--- config.mk ---
export PLATFORM = sky130hd
export DESIGN_NAME = proximity_alert_relay_controller
export DESIGN_NICKNAME = d
export VERILOG_FILES = /design/src/design/prx_pkg.sv /design/src/design/prx_front.sv /design/src/design/prx_queue.sv /design/src/design/prx_back.sv /design/src/design/proximity_alert_relay_controller.sv
export SDC_FILE = /design/constraint.sdc
export NUM_CORES = 1
export LEC_CHECK = 0
export BUFFER_PORTS_ARGS = -buffer_cell sky130_fd_sc_hd__buf_2
export CORE_ASPECT_RATIO = 1.25
export CORE_UTILIZATION = 25
export CTS_CLUSTER_SIZE = 25
export DETAILED_ROUTE_END_ITERATION = 16
export PLACE_DENSITY = 0.42
export REMOVE_ABC_BUFFERS = 1
export SLEW_MARGIN = 20
export SYNTH_ARGS = -nofsm -noshare
export SYNTH_HDL_FRONTEND = slang
export SYNTH_HIERARCHICAL = 1
export SYNTH_SLANG_ARGS = --single-unit
--- constraint.sdc ---
create_clock -name clk -period 9.4 [get_ports clk]
set_input_delay 0 -clock clk [delete_from_list [all_inputs] [get_ports clk]]
set_output_delay 0 -clock clk [all_outputs]
set_load 0.03 [all_outputs]
--- src/design/prx_pkg.sv ---
// ----------------------------------------------------------------------------
// prx_pkg: shared types and constants of the proximity alert relay controller
// Register map, configuration and queue entry layouts, wheel zone table.
// ----------------------------------------------------------------------------
package prx_pkg;

  localparam int DIST_W   = 14;
  localparam int RDIST_W  = 13;
  localparam int MS_W     = 16;
  localparam int IMG_W    = 4;
  localparam int FREQ_W   = 10;
  localparam int CFG_IDX_W = 3;
  localparam int CFG_DATA_W = 16;
  localparam int NOW_W    = 32;
  localparam int ZONES    = 13;

  typedef enum logic [CFG_IDX_W-1:0] {
    REG_SIDE_MAX_DIST    = 3'd0,
    REG_REAR_MAX_DIST    = 3'd1,
    REG_REAR_DANGER_DIST = 3'd2,
    REG_SIDE_HOLD_MS     = 3'd3,
    REG_REAR_HOLD_MS     = 3'd4,
    REG_BLINK_PERIOD_MS  = 3'd5,
    REG_SLOW_BEEP_MS     = 3'd6,
    REG_FAST_BEEP_MS     = 3'd7
  } cfg_reg_t;

  typedef struct packed {
    logic [RDIST_W-1:0] side_max_dist;
    logic [RDIST_W-1:0] rear_max_dist;
    logic [RDIST_W-1:0] rear_danger_dist;
    logic [MS_W-1:0]    side_hold_ms;
    logic [MS_W-1:0]    rear_hold_ms;
    logic [MS_W-1:0]    blink_period_ms;
    logic [MS_W-1:0]    slow_beep_ms;
    logic [MS_W-1:0]    fast_beep_ms;
  } cfg_t;

  localparam cfg_t CFG_RESET = '{
    side_max_dist:    13'd1500,
    rear_max_dist:    13'd2000,
    rear_danger_dist: 13'd800,
    side_hold_ms:     16'd1000,
    rear_hold_ms:     16'd1000,
    blink_period_ms:  16'd300,
    slow_beep_ms:     16'd600,
    fast_beep_ms:     16'd400
  };

  // Classified pass as it waits in the queue.
  typedef struct packed {
    logic               wheel;
    logic               brake;
    logic               left_det;
    logic               right_det;
    logic               rear_det;
    logic [RDIST_W-1:0] rear_dist;
    logic [IMG_W-1:0]   image;
    logic [FREQ_W-1:0]  freq;
    logic [MS_W-1:0]    period;
  } cls_t;

  typedef struct packed {
    logic              left_relay;
    logic              right_relay;
    logic              brake_relay;
    logic              blink_relay;
    logic [1:0]        side_alert;
    logic [IMG_W-1:0]  wheel_image;
    logic [FREQ_W-1:0] tone_freq_hz;
    logic [MS_W-1:0]   tone_period_ms;
  } res_t;

  localparam logic signed [DIST_W-1:0] WHEEL_MIN_DIST = 14'sd200;
  localparam logic signed [DIST_W-1:0] WHEEL_MAX_DIST = 14'sd1000;

  localparam logic [9:0] ZONE_FLOOR [ZONES] = '{
    10'd970, 10'd940, 10'd900, 10'd850, 10'd800, 10'd770, 10'd700,
    10'd640, 10'd570, 10'd540, 10'd500, 10'd450, 10'd200
  };

  localparam logic [IMG_W-1:0] IMG_LAST_SLOW   = 4'd3;
  localparam logic [IMG_W-1:0] IMG_LAST_SLOW_S = 4'd5;
  localparam logic [IMG_W-1:0] IMG_LAST_SLOW_L = 4'd6;
  localparam logic [IMG_W-1:0] IMG_LAST_FAST   = 4'd8;
  localparam logic [IMG_W-1:0] IMG_LAST_FAST_S = 4'd9;
  localparam logic [IMG_W-1:0] IMG_LAST_FAST_L = 4'd10;
  localparam logic [IMG_W-1:0] IMG_CLOSEST     = 4'd13;

  localparam logic [FREQ_W-1:0] FREQ_LOW  = 10'd500;
  localparam logic [FREQ_W-1:0] FREQ_MID  = 10'd700;
  localparam logic [FREQ_W-1:0] FREQ_HIGH = 10'd800;

  localparam logic [MS_W-1:0] BEEP_CUT_SHORT = 16'd100;
  localparam logic [MS_W-1:0] BEEP_CUT_LONG  = 16'd150;

endpackage

--- src/design/prx_front.sv ---
// ----------------------------------------------------------------------------
// prx_front: input classifier
// Turns one input beat into detection flags and the wheel zone, tone and
// beep period, none of which depend on stored state.
// ----------------------------------------------------------------------------
module prx_front (
  input  prx_pkg::cfg_t                      cfg,
  input  logic                               wheel_mode,
  input  logic                               brake_mode,
  input  logic signed [prx_pkg::DIST_W-1:0]  wheel_dist,
  input  logic signed [prx_pkg::DIST_W-1:0]  left_dist,
  input  logic signed [prx_pkg::DIST_W-1:0]  right_dist,
  input  logic signed [prx_pkg::DIST_W-1:0]  rear_dist,
  output prx_pkg::cls_t                      cls
);

  logic                         wheel_in_range;
  logic [prx_pkg::IMG_W-1:0]    image;
  logic [prx_pkg::FREQ_W-1:0]   freq;
  logic [prx_pkg::MS_W-1:0]     period;
  logic [prx_pkg::MS_W-1:0]     slow_s;
  logic [prx_pkg::MS_W-1:0]     slow_l;
  logic [prx_pkg::MS_W-1:0]     fast_s;
  logic [prx_pkg::MS_W-1:0]     fast_l;

  function automatic logic [prx_pkg::MS_W-1:0] sat_sub(
    input logic [prx_pkg::MS_W-1:0] a,
    input logic [prx_pkg::MS_W-1:0] b
  );
    return (a > b) ? a - b : '0;
  endfunction

  function automatic logic in_limit(
    input logic signed [prx_pkg::DIST_W-1:0] d,
    input logic [prx_pkg::RDIST_W-1:0]       lim
  );
    return !d[prx_pkg::DIST_W-1] && (d != '0) && (d[prx_pkg::RDIST_W-1:0] <= lim);
  endfunction

  assign wheel_in_range = (wheel_dist >= prx_pkg::WHEEL_MIN_DIST) &&
                          (wheel_dist <= prx_pkg::WHEEL_MAX_DIST);
  assign slow_s = sat_sub(cfg.slow_beep_ms, prx_pkg::BEEP_CUT_SHORT);
  assign slow_l = sat_sub(cfg.slow_beep_ms, prx_pkg::BEEP_CUT_LONG);
  assign fast_s = sat_sub(cfg.fast_beep_ms, prx_pkg::BEEP_CUT_SHORT);
  assign fast_l = sat_sub(cfg.fast_beep_ms, prx_pkg::BEEP_CUT_LONG);

  // The first floor the distance reaches picks the image; the loop runs
  // downwards so that the match with the highest floor, the farthest zone, wins.
  always_comb begin
    image = prx_pkg::IMG_CLOSEST;
    for (int i = prx_pkg::ZONES - 2; i >= 0; i--) begin
      if (wheel_dist[9:0] >= prx_pkg::ZONE_FLOOR[i]) begin
        image = prx_pkg::IMG_W'(i + 1);
      end
    end
    if (!wheel_in_range) begin
      image = '0;
    end
  end

  always_comb begin
    freq   = '0;
    period = '0;
    if (image == '0) begin
      freq   = '0;
      period = '0;
    end else if (image <= prx_pkg::IMG_LAST_SLOW) begin
      freq   = prx_pkg::FREQ_LOW;
      period = cfg.slow_beep_ms;
    end else if (image <= prx_pkg::IMG_LAST_SLOW_S) begin
      freq   = prx_pkg::FREQ_LOW;
      period = slow_s;
    end else if (image <= prx_pkg::IMG_LAST_SLOW_L) begin
      freq   = prx_pkg::FREQ_LOW;
      period = slow_l;
    end else if (image <= prx_pkg::IMG_LAST_FAST) begin
      freq   = prx_pkg::FREQ_MID;
      period = cfg.fast_beep_ms;
    end else if (image <= prx_pkg::IMG_LAST_FAST_S) begin
      freq   = prx_pkg::FREQ_MID;
      period = fast_s;
    end else if (image <= prx_pkg::IMG_LAST_FAST_L) begin
      freq   = prx_pkg::FREQ_MID;
      period = fast_l;
    end else begin
      freq   = prx_pkg::FREQ_HIGH;
      period = '0;
    end
  end

  always_comb begin
    cls.wheel     = wheel_mode;
    cls.brake     = brake_mode;
    cls.left_det  = in_limit(left_dist, cfg.side_max_dist);
    cls.right_det = in_limit(right_dist, cfg.side_max_dist);
    cls.rear_det  = !brake_mode && in_limit(rear_dist, cfg.rear_max_dist);
    cls.rear_dist = rear_dist[prx_pkg::RDIST_W-1:0];
    cls.image     = image;
    cls.freq      = freq;
    cls.period    = period;
  end

endmodule

--- src/design/prx_queue.sv ---
// ----------------------------------------------------------------------------
// prx_queue: two-entry queue between classifier and executor
// Lets the input side keep taking beats while the executor is stalled.
// ----------------------------------------------------------------------------
module prx_queue #(
  parameter int WIDTH = 32
) (
  input  logic             clk,
  input  logic             rst_n,
  input  logic             wr_en,
  input  logic [WIDTH-1:0] wr_data,
  output logic             full,
  input  logic             rd_en,
  output logic             rd_valid,
  output logic [WIDTH-1:0] rd_data
);

  logic [WIDTH-1:0] mem_r [2];
  logic             wr_ptr_r;
  logic             rd_ptr_r;
  logic [1:0]       count_r;

  assign full     = (count_r == 2'd2);
  assign rd_valid = (count_r != 2'd0);
  assign rd_data  = mem_r[rd_ptr_r];

  always_ff @(posedge clk) begin
    if (wr_en) begin
      mem_r[wr_ptr_r] <= wr_data;
    end
  end

  always_ff @(posedge clk) begin
    if (!rst_n) begin
      wr_ptr_r <= 1'b0;
      rd_ptr_r <= 1'b0;
      count_r  <= 2'd0;
    end else begin
      if (wr_en) begin
        wr_ptr_r <= !wr_ptr_r;
      end
      if (rd_en) begin
        rd_ptr_r <= !rd_ptr_r;
      end
      count_r <= count_r + {1'b0, wr_en} - {1'b0, rd_en};
    end
  end

endmodule

--- src/design/prx_back.sv ---
// ----------------------------------------------------------------------------
// prx_back: pass executor
// Applies one classified pass to the hold and blink state and registers
// the result beat.
// ----------------------------------------------------------------------------
module prx_back #(
  parameter int TIME_WIDTH = 32
) (
  input  logic                  clk,
  input  logic                  rst_n,
  input  prx_pkg::cfg_t         cfg,
  input  logic                  q_valid,
  input  prx_pkg::cls_t         q_cls,
  input  logic [TIME_WIDTH-1:0] q_now,
  output logic                  q_pop,
  output logic                  out_valid,
  input  logic                  out_ready,
  output prx_pkg::res_t         out_res
);

  logic [TIME_WIDTH-1:0]       lseen_r, lseen_nxt;
  logic [TIME_WIDTH-1:0]       rseen_r, rseen_nxt;
  logic [TIME_WIDTH-1:0]       tseen_r, tseen_nxt;
  logic [TIME_WIDTH-1:0]       btog_r, btog_nxt;
  logic                        lvalid_r, lvalid_nxt;
  logic                        rvalid_r, rvalid_nxt;
  logic                        tvalid_r, tvalid_nxt;
  logic                        bon_r, bon_nxt;
  logic [prx_pkg::RDIST_W-1:0] rlast_r, rlast_nxt;
  logic                        out_valid_r;
  prx_pkg::res_t               res_r, res_nxt;
  logic                        al, ar, at, do_tick;

  assign q_pop     = q_valid && (!out_valid_r || out_ready);
  assign out_valid = out_valid_r;
  assign out_res   = res_r;

  always_comb begin
    lseen_nxt  = lseen_r;
    rseen_nxt  = rseen_r;
    tseen_nxt  = tseen_r;
    btog_nxt   = btog_r;
    lvalid_nxt = lvalid_r;
    rvalid_nxt = rvalid_r;
    tvalid_nxt = tvalid_r;
    bon_nxt    = bon_r;
    rlast_nxt  = rlast_r;
    res_nxt    = '0;
    al         = 1'b0;
    ar         = 1'b0;
    at         = 1'b0;
    do_tick    = 1'b0;
    if (q_cls.wheel) begin
      lvalid_nxt = 1'b0;
      rvalid_nxt = 1'b0;
      tvalid_nxt = 1'b0;
      lseen_nxt  = '0;
      rseen_nxt  = '0;
      tseen_nxt  = '0;
      res_nxt.wheel_image    = q_cls.image;
      res_nxt.tone_freq_hz   = q_cls.freq;
      res_nxt.tone_period_ms = q_cls.period;
    end else begin
      if (q_cls.brake) begin
        bon_nxt    = 1'b0;
        btog_nxt   = q_now;
        tvalid_nxt = 1'b0;
        tseen_nxt  = '0;
        rlast_nxt  = '0;
      end
      if (q_cls.left_det) begin
        lseen_nxt  = q_now;
        lvalid_nxt = 1'b1;
      end
      if (q_cls.right_det) begin
        rseen_nxt  = q_now;
        rvalid_nxt = 1'b1;
      end
      if (q_cls.rear_det) begin
        tseen_nxt  = q_now;
        tvalid_nxt = 1'b1;
        rlast_nxt  = q_cls.rear_dist;
      end
      al = lvalid_nxt && ((q_now - lseen_nxt) < TIME_WIDTH'(cfg.side_hold_ms));
      ar = rvalid_nxt && ((q_now - rseen_nxt) < TIME_WIDTH'(cfg.side_hold_ms));
      at = tvalid_nxt && ((q_now - tseen_nxt) < TIME_WIDTH'(cfg.rear_hold_ms));
      lvalid_nxt = al;
      rvalid_nxt = ar;
      tvalid_nxt = at;
      res_nxt.left_relay  = al;
      res_nxt.right_relay = ar;
      res_nxt.side_alert  = {ar, al};
      if (at && (rlast_nxt <= cfg.rear_danger_dist)) begin
        res_nxt.brake_relay = 1'b1;
      end else if (at || (al && ar)) begin
        do_tick = 1'b1;
      end
      if (do_tick) begin
        if ((q_now - btog_nxt) >= TIME_WIDTH'(cfg.blink_period_ms)) begin
          bon_nxt  = !bon_nxt;
          btog_nxt = q_now;
        end
        res_nxt.blink_relay = bon_nxt;
      end
    end
  end

  always_ff @(posedge clk) begin
    if (!rst_n) begin
      lseen_r     <= '0;
      rseen_r     <= '0;
      tseen_r     <= '0;
      btog_r      <= '0;
      lvalid_r    <= 1'b0;
      rvalid_r    <= 1'b0;
      tvalid_r    <= 1'b0;
      bon_r       <= 1'b0;
      rlast_r     <= '0;
      out_valid_r <= 1'b0;
    end else begin
      if (q_pop) begin
        lseen_r     <= lseen_nxt;
        rseen_r     <= rseen_nxt;
        tseen_r     <= tseen_nxt;
        btog_r      <= btog_nxt;
        lvalid_r    <= lvalid_nxt;
        rvalid_r    <= rvalid_nxt;
        tvalid_r    <= tvalid_nxt;
        bon_r       <= bon_nxt;
        rlast_r     <= rlast_nxt;
        out_valid_r <= 1'b1;
      end else if (out_ready) begin
        out_valid_r <= 1'b0;
      end
    end
  end

  always_ff @(posedge clk) begin
    if (q_pop) begin
      res_r <= res_nxt;
    end
  end

endmodule

--- src/design/proximity_alert_relay_controller.sv ---
// ----------------------------------------------------------------------------
// proximity_alert_relay_controller: relay and tone control of a parking aid
// Holds the configuration registers and joins classifier, queue and executor.
// ----------------------------------------------------------------------------
// Each input beat is one control pass: mode buttons, a millisecond time stamp
// and four sensor distances. Each pass gives exactly one result beat with
// the relay states, the side alert kind and, in wheel mode, the zone image,
// tone frequency and beep period. Both channels use valid/ready.
// A beat accepted on the input is written into the queue and then into the
// result register before it appears on the output; one beat per cycle is
// sustained while out_ready stays high; the executor updates state per pop.
// Configuration is written through cfg_wr_en, cfg_index and cfg_wdata, one
// register per cycle, and should only change while no pass is in flight.
// Synchronous reset loads the default register values, drops every hold,
// clears the blink state and empties the queue.
// When the receiver stalls, the result register holds its beat, a two-entry
// queue absorbs further passes, and in_ready falls once the queue is full.
// ----------------------------------------------------------------------------
module proximity_alert_relay_controller #(
  parameter int TIME_WIDTH = 32
) (
  input  logic                                clk,
  input  logic                                rst_n,
  input  logic                                cfg_wr_en,
  input  logic [prx_pkg::CFG_IDX_W-1:0]       cfg_index,
  input  logic [prx_pkg::CFG_DATA_W-1:0]      cfg_wdata,
  input  logic                                in_valid,
  output logic                                in_ready,
  input  logic                                in_wheel_mode,
  input  logic                                in_brake_mode,
  input  logic [prx_pkg::NOW_W-1:0]           in_now_ms,
  input  logic signed [prx_pkg::DIST_W-1:0]   in_wheel_dist,
  input  logic signed [prx_pkg::DIST_W-1:0]   in_left_dist,
  input  logic signed [prx_pkg::DIST_W-1:0]   in_right_dist,
  input  logic signed [prx_pkg::DIST_W-1:0]   in_rear_dist,
  output logic                                out_valid,
  input  logic                                out_ready,
  output logic                                out_left_relay,
  output logic                                out_right_relay,
  output logic                                out_brake_relay,
  output logic                                out_blink_relay,
  output logic [1:0]                          out_side_alert,
  output logic [prx_pkg::IMG_W-1:0]           out_wheel_image,
  output logic [prx_pkg::FREQ_W-1:0]          out_tone_freq_hz,
  output logic [prx_pkg::MS_W-1:0]            out_tone_period_ms
);

  localparam int CLS_W = $bits(prx_pkg::cls_t);
  localparam int Q_W   = CLS_W + TIME_WIDTH;

  prx_pkg::cfg_t         cfg_r;
  prx_pkg::cls_t         front_cls;
  prx_pkg::cls_t         q_cls;
  prx_pkg::res_t         res;
  logic [63:0]           now_ext;
  logic [TIME_WIDTH-1:0] now_t;
  logic [TIME_WIDTH-1:0] q_now;
  logic [Q_W-1:0]        q_wr_data;
  logic [Q_W-1:0]        q_rd_data;
  logic                  q_full;
  logic                  q_valid;
  logic                  q_pop;
  logic                  in_fire;

  always_ff @(posedge clk) begin
    if (!rst_n) begin
      cfg_r <= prx_pkg::CFG_RESET;
    end else if (cfg_wr_en) begin
      case (prx_pkg::cfg_reg_t'(cfg_index))
        prx_pkg::REG_SIDE_MAX_DIST:    cfg_r.side_max_dist    <= cfg_wdata[prx_pkg::RDIST_W-1:0];
        prx_pkg::REG_REAR_MAX_DIST:    cfg_r.rear_max_dist    <= cfg_wdata[prx_pkg::RDIST_W-1:0];
        prx_pkg::REG_REAR_DANGER_DIST: cfg_r.rear_danger_dist <= cfg_wdata[prx_pkg::RDIST_W-1:0];
        prx_pkg::REG_SIDE_HOLD_MS:     cfg_r.side_hold_ms     <= cfg_wdata;
        prx_pkg::REG_REAR_HOLD_MS:     cfg_r.rear_hold_ms     <= cfg_wdata;
        prx_pkg::REG_BLINK_PERIOD_MS:  cfg_r.blink_period_ms  <= cfg_wdata;
        prx_pkg::REG_SLOW_BEEP_MS:     cfg_r.slow_beep_ms     <= cfg_wdata;
        prx_pkg::REG_FAST_BEEP_MS:     cfg_r.fast_beep_ms     <= cfg_wdata;
        default: begin
        end
      endcase
    end
  end

  assign now_ext   = {32'd0, in_now_ms};
  assign now_t     = now_ext[TIME_WIDTH-1:0];
  assign in_ready  = !q_full;
  assign in_fire   = in_valid && in_ready;
  assign q_wr_data = {now_t, front_cls};
  assign q_cls     = q_rd_data[CLS_W-1:0];
  assign q_now     = q_rd_data[Q_W-1:CLS_W];

  prx_front u_front (
    .cfg        (cfg_r),
    .wheel_mode (in_wheel_mode),
    .brake_mode (in_brake_mode),
    .wheel_dist (in_wheel_dist),
    .left_dist  (in_left_dist),
    .right_dist (in_right_dist),
    .rear_dist  (in_rear_dist),
    .cls        (front_cls)
  );

  prx_queue #(
    .WIDTH (Q_W)
  ) u_queue (
    .clk      (clk),
    .rst_n    (rst_n),
    .wr_en    (in_fire),
    .wr_data  (q_wr_data),
    .full     (q_full),
    .rd_en    (q_pop),
    .rd_valid (q_valid),
    .rd_data  (q_rd_data)
  );

  prx_back #(
    .TIME_WIDTH (TIME_WIDTH)
  ) u_back (
    .clk       (clk),
    .rst_n     (rst_n),
    .cfg       (cfg_r),
    .q_valid   (q_valid),
    .q_cls     (q_cls),
    .q_now     (q_now),
    .q_pop     (q_pop),
    .out_valid (out_valid),
    .out_ready (out_ready),
    .out_res   (res)
  );

  assign out_left_relay     = res.left_relay;
  assign out_right_relay    = res.right_relay;
  assign out_brake_relay    = res.brake_relay;
  assign out_blink_relay    = res.blink_relay;
  assign out_side_alert     = res.side_alert;
  assign out_wheel_image    = res.wheel_image;
  assign out_tone_freq_hz   = res.tone_freq_hz;
  assign out_tone_period_ms = res.tone_period_ms;

`ifndef SYNTHESIS
  a_brake_blink_excl: assert property (@(posedge clk) disable iff (!rst_n)
    out_valid |-> !(out_brake_relay && out_blink_relay))
    else $error("brake and blink relays driven in the same beat");

  a_wheel_relays_off: assert property (@(posedge clk) disable iff (!rst_n)
    (out_valid && (out_wheel_image != '0)) |->
      !(out_left_relay || out_right_relay || out_brake_relay || out_blink_relay))
    else $error("relay driven alongside a wheel zone image");

  a_alert_matches: assert property (@(posedge clk) disable iff (!rst_n)
    out_valid |-> (out_side_alert == {out_right_relay, out_left_relay}))
    else $error("side alert disagrees with side relays");

  a_tone_image: assert property (@(posedge clk) disable iff (!rst_n)
    out_valid |-> ((out_tone_freq_hz != '0) == (out_wheel_image != '0)))
    else $error("tone present without zone image or the reverse");
`endif

endmodule

==> out/metrics.yaml <==
yosys:
  yosysWarnings: 6
  yosysMostFrequentCell: "nand2_1"
  synth_flop_cell: "dfxtp_1"
  synth.top_cells.by_area: "edfxtp_1 (18%), dfxtp_1 (16%), ha_1 (9.5%)"
  seq_area_frac_synth_pct: 34.1
  ys_top_cells_by_count: "nand2_1 (400), a21oi_1 (281), dfxtp_1 (270)"
  ys_async_sr_fraction_pct: 0
  synth.top_cell.area_share_pct: 17.7
  synth-edff-count: 194
  synth-seq-cells: 464
  synth_cell_types: 99
  syn_area_per_cell_um2: 9.05
  syn-cell-area_mm2: 0.0329
  synthCells: 3636
  yosys.area.top_type: "edfxtp_1"
routing:
  viasPerCell: 4.93
  drc: 0
  drt-total-wl_um: 111000
  wl_per_cell_um: 20.1
  drtIter0Drc: 1647
  ant_nets: 0
  drt_pass1_iterations: 5
  num_vias: 27100
critical_path:
  critPathArrivalTime_ns: 8.37
  rrSetupSlack_ns: 1.54
  critPathMaxFanout: 22
  critPathLaunchType: "flip-flop"
  criticalPathCategory: "reg -> reg"
  worstPathRequired_ns: 9.90
  end_kind: "flip-flop"
cts:
  clk_path_buf_depth: 3
  cts_buffers: 57
  htreeDepth: 2
  clk_pin_slew_ns: 0.07
  cts_setup_buffers: 0
  postCtsHoldBufs: 74
  cts.sink_count: 464
  clk_latency_ns: 0.66
  cts-root-buf: "clkbuf_16"
  cts_resized: 0
  cts_tree: "yes"
floorplanning:
  die_area_mm2: 0.133
  fp.dieH_um: 408
  start_util_pct: 25.2
  core_mm2: 0.130
  rows: 148
  io_pins: 152
  die_w_um: 326
placed_design:
  gp_congestion: 0.866
  dp.final_hpwl_um: 81600
  io_buffers: 151
sta:
  fin_crit_ns: 7.86
  rsz0062_at_grt: "no"
  slew_headroom_pct: 25.8
  max_freq_mhz: 127
  fin_skew_ns: 0.0503
  worstMarginPinSlew_ns: 1.08
  report.final.slew_viol_count: 0
  setup_viol: 0
  fin_crit_sh_pct: 83.6
  final.setup.tns_ns: 0
  finalHoldViolations: 0
grt:
  antenna_found_initial: 1
  grt_overflow: 0
  grt_pass1_vias: 26700
  grt_start_max_net_pins: 117
  grt_pass1_wl_um: 167000
  grt_util_all_layers_pct: 16.2
min_path:
  holdCritStartpoint: "in_now_ms[18]"
  hp-class: "in -> reg"
finish:
  diodes: 0
  fin_nets: 4091
  area_growth_pct: 14.2
  nFillCells: 14000
  layout-drive-gt1-share_pct: 11.0
outcome:
  outcome: "finished, final reports clean"
pwr:
  leakage_nw: 14.8
  vdd_drop_max_uv: 195
  power_mw: 11.7
  cellPowerDensity_mw_per_mm2: 312
run:
  cap_violations: 0
## placed cells by master, fill, tap and decap left out, drive strengths merged, types with 13 or more instances in the layout
master,Yosys,final
xor2,41,41
nor3b,37,37
a211o,15,15
ha,251,251
a21boi,16,16
nand4,65,65
inv,128,134
edfxtp,194,194
a21o,57,57
mux2i,267,267
o21a,50,50
clkinv,2,24
nand2b,45,45
nor3,114,114
or4,22,22
mux2,89,89
clkbuf,156,70
nand3,60,60
nor2,164,164
xnor2,51,51
and2,81,81
or3,17,17
o211ai,38,38
buf,73,181
o221ai,13,13
nor2b,160,160
o21ai,180,180
dfxtp,270,270
a31oi,15,15
dlygate4sd3,0,74
a211oi,26,26
and3,21,21
nor4,22,22
a21oi,283,283
nand2,400,400
o21bai,17,17
## worst max-delay path: stages, from the launching register on
cell	delay (ns)
dfxtp_4	0.54
buf_4	0.48
mux2_4	0.44
a21oi_1	0.30
ha_1	0.29
nor2b_1	0.14
o2111ai_1	0.30
a21oi_1	0.15
o211ai_1	0.37
nor2b_1	0.25
xnor2_1	0.16
ha_1	0.27
a211oi_1	0.22
nor2_1	0.08
or4_1	0.47
or4b_1	0.53
or4_1	0.52
or3b_1	0.38
or3_4	0.36
nor4b_4	0.33
nor4_1	0.10
o31a_2	0.55
buf_4	0.30
mux2i_1	0.14
## stage by stage
stage	setup WS (ns)	hold slack, ns	std cells	instance area [um^2]	util [%]
finish	1.54	0.0690	5495	37600	28.8
detailed placement	1.57	0.192	5314	34900	26.7
floorplan	-1.01	0.0989	3408	31700	-
global route	1.16	0.0569	5495	37600	28.8
global placement	1.55	0.190	5314	34900	26.7
CTS	1.49	0.0265	5495	37600	28.8
## state kept, by name, indices dropped and copies added (netlist names), named ones only
name and cells:
u_back/tseen_r 32, u_back/btog_r 32, u_back/lseen_r 32, u_queue/mem_r 160, u_queue/rd_ptr_r 1, u_queue/count_r 2
u_queue/wr_ptr_r 1, u_back/lvalid_r 1, u_back/out_valid 1, u_back/tvalid_r 1, u_back/rlast_r 13, cfg_r 119
u_back/rseen_r 32, u_back/rvalid_r 1, u_back/bon_r 1, u_back/out_res 34
## cells by family (layout without fill, tap and decap cells)
group	count (synthesis)	after routing	synth area share, %
XOR/XNOR	93	93	2.52
other	1	2	0.0114
adder cells (fa/ha/maj)	255	255	9.79
buffers and inverters	359	492	5.22
flip-flops	464	464	34.1
AO/OA/AOI/OAI	843	843	16.4
AND/OR/NAND/NOR	1265	1265	19.9
multiplexers	356	356	12.1
## layout make-up
class / instances / area, um^2 / share of cell area, %
multi-input cells: 2814 / 20000 / 53.2
flip-flops and latches: 464 / 11200 / 29.9
well taps: 1725 / 2160 / 5.75
repair buffers: 255 / 1730 / 4.61
clock buffers: 70 / 1560 / 4.14
inverters: 130 / 494 / 1.32
clock inverters: 37 / 410 / 1.09
## power by group
group / switching [mW] / total (mW) / internal (mW)
sequential: 0.114 / 2.53 / 2.41
combinational: 4.32 / 6.87 / 2.56
clock: 0.974 / 2.33 / 1.35
## worst paths after layout
path                               endpoint  depth (start not counted)
max           u_back/btog_r[1]$_SDFFE_PN0P_                         23
min          u_queue/mem_r[0][66]$_DFFE_PP_                          2
max reg2reg   u_back/btog_r[1]$_SDFFE_PN0P_                         23
min reg2reg          cfg_r[76]$_SDFFE_PN0P_                          2
## routing by layer
| metal | up-vias | global-route usage, % | routed length (um) |
|---|---|---|---|
| met1 | 13000 | 20.2 | 49200 |
| met3 | 120 | 1.63 | 3440 |
| met5 | - | 0 | 13 |
| met4 | 2 | 4.18 | 2650 |
| li1 | 13400 | - | - |
| met2 | 521 | 29.3 | 55400 |
Power figures use the tool's default switching activity.
